$ cat src/rtl/dbc_pkg.sv
// Package with the constants, types and tables of the device-bus controller.
`timescale 1ns / 1ps
package dbc_pkg;

    localparam int CHIP_SELECTS = 8;
    localparam int CS_W = (CHIP_SELECTS > 1) ? $clog2(CHIP_SELECTS) : 1;
    localparam int NREGS = 15;

    localparam logic [3:0] IDX_CTRL = 4'd10;
    localparam logic [3:0] IDX_WIN = 4'd11;
    localparam logic [3:0] IDX_NONE = 4'd15;

    localparam int BIT_PROG = 48;
    localparam int BIT_MAP = 40;
    localparam int BIT_STOP = 32;
    localparam int BIT_BOOTROM = 30;
    localparam int BIT_TIMEOUT = 29;

    localparam logic [1:0] CFG_BOOT_DEV = 2'd0;
    localparam logic [1:0] CFG_DEVICES = 2'd1;
    localparam logic [1:0] CFG_WD_TICKS = 2'd2;

    localparam logic [31:0] WD_TICKS_RESET = 32'd50000000;

    typedef enum logic [1:0] {
        OP_READ   = 2'd0,
        OP_WRITE  = 2'd1,
        OP_TICK   = 2'd2,
        OP_DECODE = 2'd3
    } t_opcode;

    localparam logic [63:0] WMASK [NREGS] = '{
        64'h0000000000000000, 64'h00000000FFFFFFFF,
        64'h007F3F3F3F3F3FFF, 64'h007F3F3F3F3F3FFF,
        64'h007F3F3F3F3F3FFF, 64'h007F3F3F3F3F3FFF,
        64'h007F3F3F3F3F3FFF, 64'h007F3F3F3F3F3FFF,
        64'h007F3F3F3F3F3FFF, 64'h007F3F3F3F3F3FFF,
        64'h0701000000000000,
        64'h1FFF1FFF1FFF1FFF, 64'h1FFF1FFF1FFF1FFF,
        64'h1FFF1FFF1FFF1FFF, 64'h1FFF1FFF1FFF1FFF
    };

    localparam logic [63:0] RSTVAL [NREGS] = '{
        64'h0000000000000F00, 64'h0000000002020202,
        64'h0001000400070304, 64'h0001000400070304,
        64'h0001000400070304, 64'h0001000400070304,
        64'h0001000400070304, 64'h0001000400070304,
        64'h0001000400070304, 64'h0001000400070304,
        64'h0000010000000000,
        64'h1FFF1FFF00000000, 64'h1FFF1FFF1FFF1FFF,
        64'h1FFF1FFF1FFF1FFF, 64'h1FFF1FFF1FFF1FFF
    };

endpackage

$ cat src/rtl/dbc_if.sv
// Handshake interfaces for the request, response and configuration channels.
`timescale 1ns / 1ps
interface dbc_req_if;
    logic        valid;
    logic        ready;
    logic [1:0]  opcode;
    logic [6:0]  reg_addr;
    logic [63:0] write_data;
    logic        word_access;
    logic [28:0] outer_addr;

    modport source (output valid, opcode, reg_addr, write_data, word_access, outer_addr,
                    input ready);
    modport sink (input valid, opcode, reg_addr, write_data, word_access, outer_addr,
                  output ready);
endinterface

interface dbc_rsp_if;
    logic        valid;
    logic        ready;
    logic [63:0] read_data;
    logic        out_of_range;
    logic        boot_map_enabled;
    logic        reboot_request;
    logic        cs_hit;
    logic [2:0]  cs_index;

    modport source (output valid, read_data, out_of_range, boot_map_enabled,
                    reboot_request, cs_hit, cs_index, input ready);
    modport sink (input valid, read_data, out_of_range, boot_map_enabled,
                  reboot_request, cs_hit, cs_index, output ready);
endinterface

interface dbc_cfg_if;
    logic        valid;
    logic        ready;
    logic [1:0]  index;
    logic [31:0] data;

    modport source (output valid, index, data, input ready);
    modport sink (input valid, index, data, output ready);
endinterface

$ cat src/rtl/dbc_cs_match.sv
// Window compare unit that tests one chip select against an outer-window offset.
`timescale 1ns / 1ps
module dbc_cs_match
    import dbc_pkg::*;
(
    input  logic [31:0] i_window,
    input  logic        i_present,
    input  logic [28:0] i_addr,
    output logic        o_hit
);

    logic [12:0] base_f;
    logic [12:0] mask_f;
    logic [13:0] span;
    logic [13:0] low_bit;
    logic [29:0] size;
    logic [29:0] diff;

    assign base_f  = i_window[12:0];
    assign mask_f  = i_window[28:16];
    assign span    = {1'b1, base_f | mask_f};
    assign low_bit = span & (~span + 14'd1);
    assign size    = {low_bit, 16'd0};
    assign diff    = {1'b0, i_addr} - {1'b0, base_f, 16'd0};
    assign o_hit   = i_present && (mask_f >= base_f) && !diff[29] && (diff < size);

endmodule

$ cat src/rtl/device_bus_controller_regs.sv
// Top level of the device-bus controller: register file, boot watchdog and chip-select decode.
//
// Requests arrive on i_req (valid/ready); each gives exactly one response on o_rsp.
// Opcodes: register read, register write, watchdog tick, outer-window address decode.
// Configuration writes arrive on i_cfg, are always taken, and must only be issued
// while no request is in flight.
// The block works on one request at a time. A read, write or tick is accepted in
// S_IDLE, moves to S_FINISH and has its response registered once the output register is free.
// A decode walks the chip selects in order through one shared window compare unit,
// one chip select per cycle, stopping at the first hit, before it moves to S_FINISH.
// The response waits in the output register while the receiver stalls; a finished
// request is held back until that register is free, and a new request is taken
// as soon as the previous response has been loaded.
// Reset loads the fixed register values, the default watchdog length and clears
// the boot strap, so the boot alias is unmapped and the watchdog is disarmed.
`timescale 1ns / 1ps
module device_bus_controller_regs
    import dbc_pkg::*;
(
    input  logic      i_clk,
    input  logic      i_rst_n,
    dbc_cfg_if.sink   i_cfg,
    dbc_req_if.sink   i_req,
    dbc_rsp_if.source o_rsp
);

    typedef enum logic [1:0] {
        S_IDLE,
        S_DECODE,
        S_FINISH
    } t_state;

    t_state      r_state;
    logic [63:0] r_rf [NREGS];
    logic [7:0]  r_devices;
    logic [31:0] r_wd_ticks;
    logic [31:0] r_wd_count;
    logic        r_wd_armed;
    logic        r_mapped;

    t_opcode     r_op;
    logic [3:0]  r_idx;
    logic        r_upper;
    logic        r_word;
    logic [63:0] r_wdata;
    logic [28:0] r_oaddr;
    logic [CS_W-1:0] r_cs;
    logic        r_hit;

    logic        r_out_valid;
    logic [63:0] r_out_rdata;
    logic        r_out_oor;
    logic        r_out_mapped;
    logic        r_out_reboot;
    logic        r_out_hit;
    logic [2:0]  r_out_csi;

    logic [3:0]  rd_idx;
    logic [63:0] rf_rd;
    logic [31:0] win_half;
    logic        cs_match;
    logic        out_free;
    logic        oor;
    logic [63:0] wmask;
    logic [63:0] wr_val;
    logic [63:0] n_reg;
    logic [63:0] n_ctrl;
    logic [63:0] rd_val;
    logic [63:0] ctrl;
    logic [63:0] n_tick_ctrl;
    logic [63:0] n_strap_ctrl;
    logic [63:0] n_out_rdata;
    logic        n_out_oor;
    logic        n_out_mapped;
    logic        n_out_reboot;
    logic        n_out_hit;
    logic [2:0]  n_out_csi;

    assign i_cfg.ready = 1'b1;
    assign i_req.ready = (r_state == S_IDLE);

    assign o_rsp.valid            = r_out_valid;
    assign o_rsp.read_data        = r_out_rdata;
    assign o_rsp.out_of_range     = r_out_oor;
    assign o_rsp.boot_map_enabled = r_out_mapped;
    assign o_rsp.reboot_request   = r_out_reboot;
    assign o_rsp.cs_hit           = r_out_hit;
    assign o_rsp.cs_index         = r_out_csi;

    assign out_free = !r_out_valid || o_rsp.ready;
    assign oor      = (r_idx == IDX_NONE);
    assign rd_idx   = (r_state == S_DECODE) ? IDX_WIN + 4'(r_cs >> 1) : r_idx;
    assign rf_rd    = r_rf[rd_idx];
    assign ctrl     = r_rf[IDX_CTRL];
    assign win_half = r_cs[0] ? rf_rd[63:32] : rf_rd[31:0];

    dbc_cs_match u_match (
        .i_window (win_half),
        .i_present(r_devices[r_cs]),
        .i_addr   (r_oaddr),
        .o_hit    (cs_match)
    );

    always_comb begin
        wmask = oor ? 64'd0 : WMASK[r_idx];
        if (r_word) begin
            wr_val = r_upper ? {r_wdata[31:0], rf_rd[31:0]} : {rf_rd[63:32], r_wdata[31:0]};
        end else begin
            wr_val = r_wdata;
        end
        n_reg  = (rf_rd & ~wmask) | (wr_val & wmask);
        n_ctrl = n_reg;
        if (n_reg[BIT_BOOTROM]) begin
            if (!wr_val[BIT_MAP] && n_reg[BIT_STOP]) begin
                n_ctrl[BIT_MAP] = 1'b0;
            end
            if (wr_val[BIT_STOP] && !n_reg[BIT_TIMEOUT]) begin
                n_ctrl[BIT_STOP] = 1'b1;
            end
        end
        if (oor) begin
            rd_val = '1;
        end else if (r_word) begin
            rd_val = {32'd0, r_upper ? rf_rd[63:32] : rf_rd[31:0]};
        end else begin
            rd_val = rf_rd;
        end

        n_tick_ctrl = ctrl;
        n_tick_ctrl[BIT_MAP] = 1'b0;
        n_tick_ctrl[BIT_TIMEOUT] = 1'b1;
        n_strap_ctrl = ctrl;
        n_strap_ctrl[BIT_BOOTROM] = i_cfg.data[0];
        if (i_cfg.data[0]) begin
            n_strap_ctrl[BIT_MAP] = 1'b1;
        end

        n_out_rdata  = 64'd0;
        n_out_oor    = 1'b0;
        n_out_mapped = r_mapped;
        n_out_reboot = 1'b0;
        n_out_hit    = 1'b0;
        n_out_csi    = 3'd0;
        case (r_op)
            OP_READ: begin
                n_out_rdata = rd_val;
                n_out_oor   = oor;
            end
            OP_WRITE: begin
                n_out_oor = oor;
                if (!oor && r_idx == IDX_CTRL) begin
                    n_out_mapped = n_ctrl[BIT_PROG] | n_ctrl[BIT_MAP];
                end
            end
            OP_TICK: begin
                if (r_wd_armed && r_wd_count <= 32'd1 && !ctrl[BIT_STOP]) begin
                    n_out_mapped = 1'b0;
                    n_out_reboot = 1'b1;
                end
            end
            OP_DECODE: begin
                n_out_hit = r_hit;
                n_out_csi = r_hit ? 3'(r_cs) : 3'd0;
            end
            default: ;
        endcase
    end

    always_ff @(posedge i_clk) begin
        if (!i_rst_n) begin
            r_state      <= S_IDLE;
            for (int i = 0; i < NREGS; i++) begin
                r_rf[i] <= RSTVAL[i];
            end
            r_devices    <= 8'd0;
            r_wd_ticks   <= WD_TICKS_RESET;
            r_wd_count   <= WD_TICKS_RESET;
            r_wd_armed   <= 1'b0;
            r_mapped     <= 1'b0;
            r_out_valid  <= 1'b0;
            r_op         <= OP_READ;
            r_cs         <= '0;
            r_hit        <= 1'b0;
        end else begin
            if (r_out_valid && o_rsp.ready && r_state != S_FINISH) begin
                r_out_valid <= 1'b0;
            end

            if (i_cfg.valid) begin
                case (i_cfg.index)
                    CFG_BOOT_DEV: begin
                        r_wd_count     <= r_wd_ticks;
                        r_mapped       <= i_cfg.data[0];
                        r_wd_armed     <= i_cfg.data[0];
                        r_rf[IDX_CTRL] <= n_strap_ctrl;
                    end
                    CFG_DEVICES: r_devices <= i_cfg.data[7:0];
                    CFG_WD_TICKS: r_wd_ticks <= i_cfg.data;
                    default: ;
                endcase
            end

            case (r_state)
                S_IDLE: begin
                    if (i_req.valid) begin
                        r_op    <= t_opcode'(i_req.opcode);
                        r_idx   <= i_req.reg_addr[6:3];
                        r_upper <= i_req.reg_addr[2];
                        r_word  <= i_req.word_access;
                        r_wdata <= i_req.write_data;
                        r_oaddr <= i_req.outer_addr;
                        r_cs    <= '0;
                        r_hit   <= 1'b0;
                        r_state <= (t_opcode'(i_req.opcode) == OP_DECODE) ? S_DECODE
                                                                          : S_FINISH;
                    end
                end
                S_DECODE: begin
                    if (cs_match) begin
                        r_hit   <= 1'b1;
                        r_state <= S_FINISH;
                    end else if (r_cs == CS_W'(CHIP_SELECTS - 1)) begin
                        r_state <= S_FINISH;
                    end else begin
                        r_cs <= r_cs + 1'b1;
                    end
                end
                S_FINISH: begin
                    if (out_free) begin
                        r_out_valid  <= 1'b1;
                        r_out_rdata  <= n_out_rdata;
                        r_out_oor    <= n_out_oor;
                        r_out_mapped <= n_out_mapped;
                        r_out_reboot <= n_out_reboot;
                        r_out_hit    <= n_out_hit;
                        r_out_csi    <= n_out_csi;
                        r_state      <= S_IDLE;
                        case (r_op)
                            OP_WRITE: begin
                                if (!oor) begin
                                    if (r_idx == IDX_CTRL) begin
                                        r_rf[r_idx] <= n_ctrl;
                                        r_mapped    <= n_ctrl[BIT_PROG] | n_ctrl[BIT_MAP];
                                    end else begin
                                        r_rf[r_idx] <= n_reg;
                                    end
                                end
                            end
                            OP_TICK: begin
                                if (r_wd_armed) begin
                                    if (r_wd_count > 32'd1) begin
                                        r_wd_count <= r_wd_count - 32'd1;
                                    end else begin
                                        r_wd_count <= 32'd0;
                                        r_wd_armed <= 1'b0;
                                        if (!ctrl[BIT_STOP]) begin
                                            r_rf[IDX_CTRL] <= n_tick_ctrl;
                                            r_mapped       <= 1'b0;
                                        end
                                    end
                                end
                            end
                            default: ;
                        endcase
                    end
                end
                default: r_state <= S_IDLE;
            endcase
        end
    end

endmodule

$ cat src/flat_wrapper.sv
// flat-port wrapper written by rule: the top's interface ports become plain ports
module device_bus_controller_regs_flat import dbc_pkg::*;
  (i_clk, i_rst_n, i_cfg_valid, i_cfg_index, i_cfg_data, i_cfg_ready, i_req_valid, i_req_opcode, i_req_reg_addr, i_req_write_data, i_req_word_access, i_req_outer_addr, i_req_ready, o_rsp_valid, o_rsp_read_data, o_rsp_out_of_range, o_rsp_boot_map_enabled, o_rsp_reboot_request, o_rsp_cs_hit, o_rsp_cs_index, o_rsp_ready);
  dbc_cfg_if i_cfg_i ();
  dbc_req_if i_req_i ();
  dbc_rsp_if o_rsp_i ();
  input  logic i_clk;
  input  logic i_rst_n;
  input wire logic [$bits(i_cfg_i.valid)-1:0] i_cfg_valid;
  input wire logic [$bits(i_cfg_i.index)-1:0] i_cfg_index;
  input wire logic [$bits(i_cfg_i.data)-1:0] i_cfg_data;
  output wire logic [$bits(i_cfg_i.ready)-1:0] i_cfg_ready;
  input wire logic [$bits(i_req_i.valid)-1:0] i_req_valid;
  input wire logic [$bits(i_req_i.opcode)-1:0] i_req_opcode;
  input wire logic [$bits(i_req_i.reg_addr)-1:0] i_req_reg_addr;
  input wire logic [$bits(i_req_i.write_data)-1:0] i_req_write_data;
  input wire logic [$bits(i_req_i.word_access)-1:0] i_req_word_access;
  input wire logic [$bits(i_req_i.outer_addr)-1:0] i_req_outer_addr;
  output wire logic [$bits(i_req_i.ready)-1:0] i_req_ready;
  output wire logic [$bits(o_rsp_i.valid)-1:0] o_rsp_valid;
  output wire logic [$bits(o_rsp_i.read_data)-1:0] o_rsp_read_data;
  output wire logic [$bits(o_rsp_i.out_of_range)-1:0] o_rsp_out_of_range;
  output wire logic [$bits(o_rsp_i.boot_map_enabled)-1:0] o_rsp_boot_map_enabled;
  output wire logic [$bits(o_rsp_i.reboot_request)-1:0] o_rsp_reboot_request;
  output wire logic [$bits(o_rsp_i.cs_hit)-1:0] o_rsp_cs_hit;
  output wire logic [$bits(o_rsp_i.cs_index)-1:0] o_rsp_cs_index;
  input wire logic [$bits(o_rsp_i.ready)-1:0] o_rsp_ready;
  assign i_cfg_i.valid = i_cfg_valid;
  assign i_cfg_i.index = i_cfg_index;
  assign i_cfg_i.data = i_cfg_data;
  assign i_cfg_ready = i_cfg_i.ready;
  assign i_req_i.valid = i_req_valid;
  assign i_req_i.opcode = i_req_opcode;
  assign i_req_i.reg_addr = i_req_reg_addr;
  assign i_req_i.write_data = i_req_write_data;
  assign i_req_i.word_access = i_req_word_access;
  assign i_req_i.outer_addr = i_req_outer_addr;
  assign i_req_ready = i_req_i.ready;
  assign o_rsp_valid = o_rsp_i.valid;
  assign o_rsp_read_data = o_rsp_i.read_data;
  assign o_rsp_out_of_range = o_rsp_i.out_of_range;
  assign o_rsp_boot_map_enabled = o_rsp_i.boot_map_enabled;
  assign o_rsp_reboot_request = o_rsp_i.reboot_request;
  assign o_rsp_cs_hit = o_rsp_i.cs_hit;
  assign o_rsp_cs_index = o_rsp_i.cs_index;
  assign o_rsp_i.ready = o_rsp_ready;
  device_bus_controller_regs u_core (.i_clk(i_clk), .i_rst_n(i_rst_n), .i_cfg(i_cfg_i), .i_req(i_req_i), .o_rsp(o_rsp_i));
endmodule
$ cat config.mk
export PLATFORM = sky130hd
export DESIGN_NAME = device_bus_controller_regs_flat
export DESIGN_NICKNAME = d
export VERILOG_FILES = /design/src/rtl/dbc_pkg.sv /design/src/rtl/dbc_if.sv /design/src/rtl/dbc_cs_match.sv /design/src/rtl/device_bus_controller_regs.sv /design/src/flat_wrapper.sv
export SDC_FILE = /design/constraint.sdc
export NUM_CORES = 2
export LEC_CHECK = 0
export BUFFER_PORTS_ARGS = -buffer_cell sky130_fd_sc_hd__buf_2
export CORE_MARGIN = 2
export CORE_UTILIZATION = 30
export DETAILED_ROUTE_END_ITERATION = 10
export SLEW_MARGIN = 20
export SYNTH_ARGS = -nofsm -noshare
export SYNTH_HDL_FRONTEND = slang
export SYNTH_SLANG_ARGS = --single-unit
$ cat constraint.sdc
create_clock -name i_clk -period 6.61 [get_ports i_clk]
set_clock_uncertainty 0.1 [all_clocks]
set_input_delay 1.983 -clock i_clk [delete_from_list [all_inputs] [get_ports i_clk]]
set_output_delay 1.983 -clock i_clk [all_outputs]
set_load 0.03 [all_outputs]
==> results.tsv <==
stage	metric	value	unit
yosys	synthDistinctLibCells	91	
worst_setup_path	cp_data_required_time	7.18	ns
clock_network	clockRootBuffer	clkbuf_16	
power_and_ir_drop	p_leak	25.3	nW
detailed_routing	wl_per_cell	24.3	um
min_path	min_from	u_core.r_wd_ticks[26]	
clock_network	cts_tree	done	
sta	fmax	0.157	GHz
die	fp.dieW	447	um
sta	max_slew.worst_pin.slew	1.10	ns
worst_setup_path	cp_max_fo	30	
yosys	synth-seq-area-share	62.6	%
detailed_routing	totalWireLength	210000	um
cells_and_area	instances_no_fill	8655	
sta	slew-limit-headroom	25.4	%
sta	fin_crit	6.38	ns
clock_network	numCtsBuffers	133	
clock_network	htreeDepth	4	
yosys	syn_inst	5697	
min_path	min_path_cells	2	
global_routing	antenna_found_initial	9	
sta	setup_viol	0	
detailed_routing	drc	0	
min_path	worstHoldPathType	reg2reg	
die	die_area	200000	sq um
cells_and_area	syn2layout_area_growth	16.8	%
yosys	synth_top_area_cell	edfxtp_1	
yosys	synth.top_cell.area_share	59.8	%
die	rows	162	
flow_run	drv_cap	0	
global_routing	grt_max_degree	73	
min_path	holdPathEnd	u_core.r_wd_ticks[26]	
yosys	synthesis.area	58900	sq um
place	placed_cells	8388	
global_routing	grt_first_pass_wirelength	301000	um
die	initial_core_util	30.2	%
die	io_pins	216	
yosys	async_reset_ff_share	0	%
clock_network	clkLatencyLatePin	0.78	ns
detailed_routing	via_per_inst	5.30	
die	coreArea	195000	sq um
worst_setup_path	critPathKind	reg2reg	
clock_network	cts_sinks	1256	
yosys	synthFlopType	edfxtp_1	
detailed_routing	first_pass_iters	6	
place	gp_congestion	0.879	
status	status	finished, final reports clean	
sta	finalHoldViolations	0	
worst_setup_path	reg2reg_to	u_core.r_state[1]	
cells_and_area	final_nets	6129	
worst_setup_path	end_kind	register	
detailed_routing	vias	45900	
place	port_buffers	191	
die	die_y	447	um
detailed_routing	drtIter0Drc	6248	
clock_network	path_clk_slew	0.06	ns
sta	maxSlewViolCount	0	
power_and_ir_drop	irDropWorstVdd	0.000247	V
worst_setup_path	r2r_cells	25	
detailed_routing	ant_nets	0	
global_routing	first_global_vias	43300	
yosys	ys_seq_elements	1256	
worst_setup_path	timing.rr.start	u_core.r_state[0]	
global_routing	grt_overflow	0	
clock_network	cts_buffer_depth	3	
worst_setup_path	worst_setup_path_start_kind	register	
sta	period_share	96.5	%
global_routing	grtUsageTotal	20.5	%
yosys	synth.area.top_cells	edfxtp_1 60%, nand2_1 8.2%, nand3_1 6.2%, nor2_1 4.5%, dfxtp_1 2.8%	
worst_setup_path	arrival	6.95	ns
power_and_ir_drop	p_per_area	276	nW/um^2
yosys	synth_edf_count	1173	
yosys	avgSynthCellArea	10.3	sq um
worst_setup_path	regToRegSetupSlack	0.23	ns
worst_setup_path	critPathLaunch	u_core.r_state[0]	
place	dp_hpwl	125000	um
sta	fin_ws	0.231	ns
cells_and_area	drive_gt1_share	13.8	%
yosys	ys_warn_count	0	
place	preCtsSetupSlack	-0.0578	ns
[critical path, cell delays in order (launching register included)]
cell and delay [ns]:
dfxtp_1 0.36, buf_6 0.19, nand2b_2 0.13, buf_12 0.18
nor2_2 0.36, a21o_4 0.33, buf_4 0.23, buf_4 0.48
nand3_1 0.16, nand3_1 0.13, o21ai_1 0.21, mux2_2 0.44
ha_1 0.27, nor3_1 0.25, a211oi_2 0.11, or4_1 0.41
nand4_1 0.11, ha_1 0.25, a21o_1 0.16, a21o_1 0.16
a2111oi_1 0.38, o21ai_1 0.14, a221oi_2 0.22, buf_4 0.17
nor3_4 0.06, o41ai_2 0.25
[Yosys cell counts (15+ instances only)]
master,number
nand2_1,1290
edfxtp_1,1173
nand3_1,724
nor2_1,707
clkbuf_1,240
and2_1,229
a21oi_1,183
buf_2,125
nand2b_1,113
inv_1,87
dfxtp_1,83
ha_1,59
o21ai_0,55
buf_1,51
o21ai_1,45
o211ai_1,40
mux2i_1,38
o21a_1,37
nor2b_1,34
nor3_1,29
o31a_1,28
mux2_2,25
buf_4,21
xnor2_1,20
nor4_1,19
a21oi_2,15
and3_1,15
[worst max path at each step]
stage | to | slack (ns) | cells past startpoint
floorplan | u_core.r_state[1] | 0.14 | 33
global placement | u_core.r_state[1] | -0.06 | 28
detailed placement | u_core.r_state[1] | -0.06 | 31
CTS | u_core.r_state[1] | 0.005 | 27
global route | u_core.r_state[1] | -0.004 | 26
finish | u_core.r_state[1] | 0.23 | 25
[area by class of cell]
class / count / area [sq um]
multi-input cells: 3968 / 20400
well taps: 2624 / 3280
diodes: 5 / 12.5
flip-flops and latches: 1256 / 36900
fillers: 19400 / 126000
repair buffers: 476 / 3730
clock inverters: 62 / 532
inverters: 92 / 347
clock buffers: 172 / 3670
[registers in the layout, indices dropped and copies added (netlist names), 4 cells and up]
register / flops
u_core.r_wd_ticks: 32
u_core.r_wd_count: 32
u_core.r_rf: 1024
u_core.r_oaddr: 13
u_core.r_devices: 8
u_core.r_wdata: 59
u_core.r_idx: 4
u_core.o_rsp.read_data: 64
[layer usage]
layer  vias to the layer above  part of all wire, %  GRT usage (%)
met1                     22500                   40           28.3
met4                         8                  4.9           9.48
met5                         -                0.026              0
met3                       494                   12           5.04
met2                      2833                   43           30.0
li1                      20100                    -              -
[cell usage in the layout, fill, tap and decap left out, types with 28 or more instances in the layout]
cell | Yosys | layout
a21oi_1 | 183 | 179
o31a_1 | 28 | 28
and2_1 | 229 | 228
buf_2 | 125 | 192
nor2_1 | 707 | 692
buf_12 | 0 | 40
o21ai_1 | 45 | 40
o21a_1 | 37 | 37
nand2b_1 | 113 | 111
o211ai_1 | 40 | 40
o21ai_0 | 55 | 54
nand3_1 | 724 | 723
mux2i_1 | 38 | 38
buf_4 | 21 | 230
dfxtp_1 | 83 | 82
edfxtp_1 | 1173 | 1173
conb_1 | 2 | 65
inv_1 | 87 | 86
nand2_1 | 1290 | 1264
ha_1 | 59 | 56
clkbuf_16 | 0 | 144
nor2b_1 | 34 | 33
[report_power, final]
part	internal [W]	switching (W)	total [W]
Clock	0.00420	0.00322	0.00742
Combinational	0.000747	0.00178	0.00253
Sequential	0.00895	0.0000977	0.00904
Total	0.0139	0.00510	0.0190
[kinds of logic after synthesis]
| family | after synthesis | synth area share (%) |
|---|---|---|
| AO/OA/AOI/OAI | 514 | 5.70 |
| flip-flops | 1256 | 62.6 |
| AND/OR/NAND/NOR | 3220 | 24.3 |
| XOR/XNOR | 26 | 0.387 |
| multiplexers | 80 | 1.74 |
| adder cells (fa/ha/maj) | 61 | 1.31 |
| other | 2 | 0.0127 |
| buffers and inverters | 538 | 3.95 |
[timing repair]
| action | CTS | global route |
|---|---|---|
| endpoints found under the hold margin | 0 | 0 |
| endpoints found under the setup margin | 2 | 6 |
| pin swaps | 0 | 2 |
| hold buffers | 0 | 0 |
| cloned | 3 | 4 |
| setup buffers | 2 | 16 |
| gates resized for setup | 5 | 27 |
[per-stage QoR]
stage / util [%] / setup TNS [ns] / power (W) / cell area, sq um / hold WS (ns)
floorplan: - / 0 / 0.0106 / 59100 / 0.336
finish: 35.3 / 0 / 0.0190 / 68800 / 0.360
global placement: 32.9 / -0.0866 / 0.0116 / 64100 / 0.346
global route: 35.3 / -0.00401 / 0.0195 / 68800 / 0.382
CTS: 35.1 / 0 / 0.0189 / 68400 / 0.363
detailed placement: 32.9 / -0.0976 / 0.0116 / 64100 / 0.354
No activity file was read; power rests on OpenSTA's default activity.
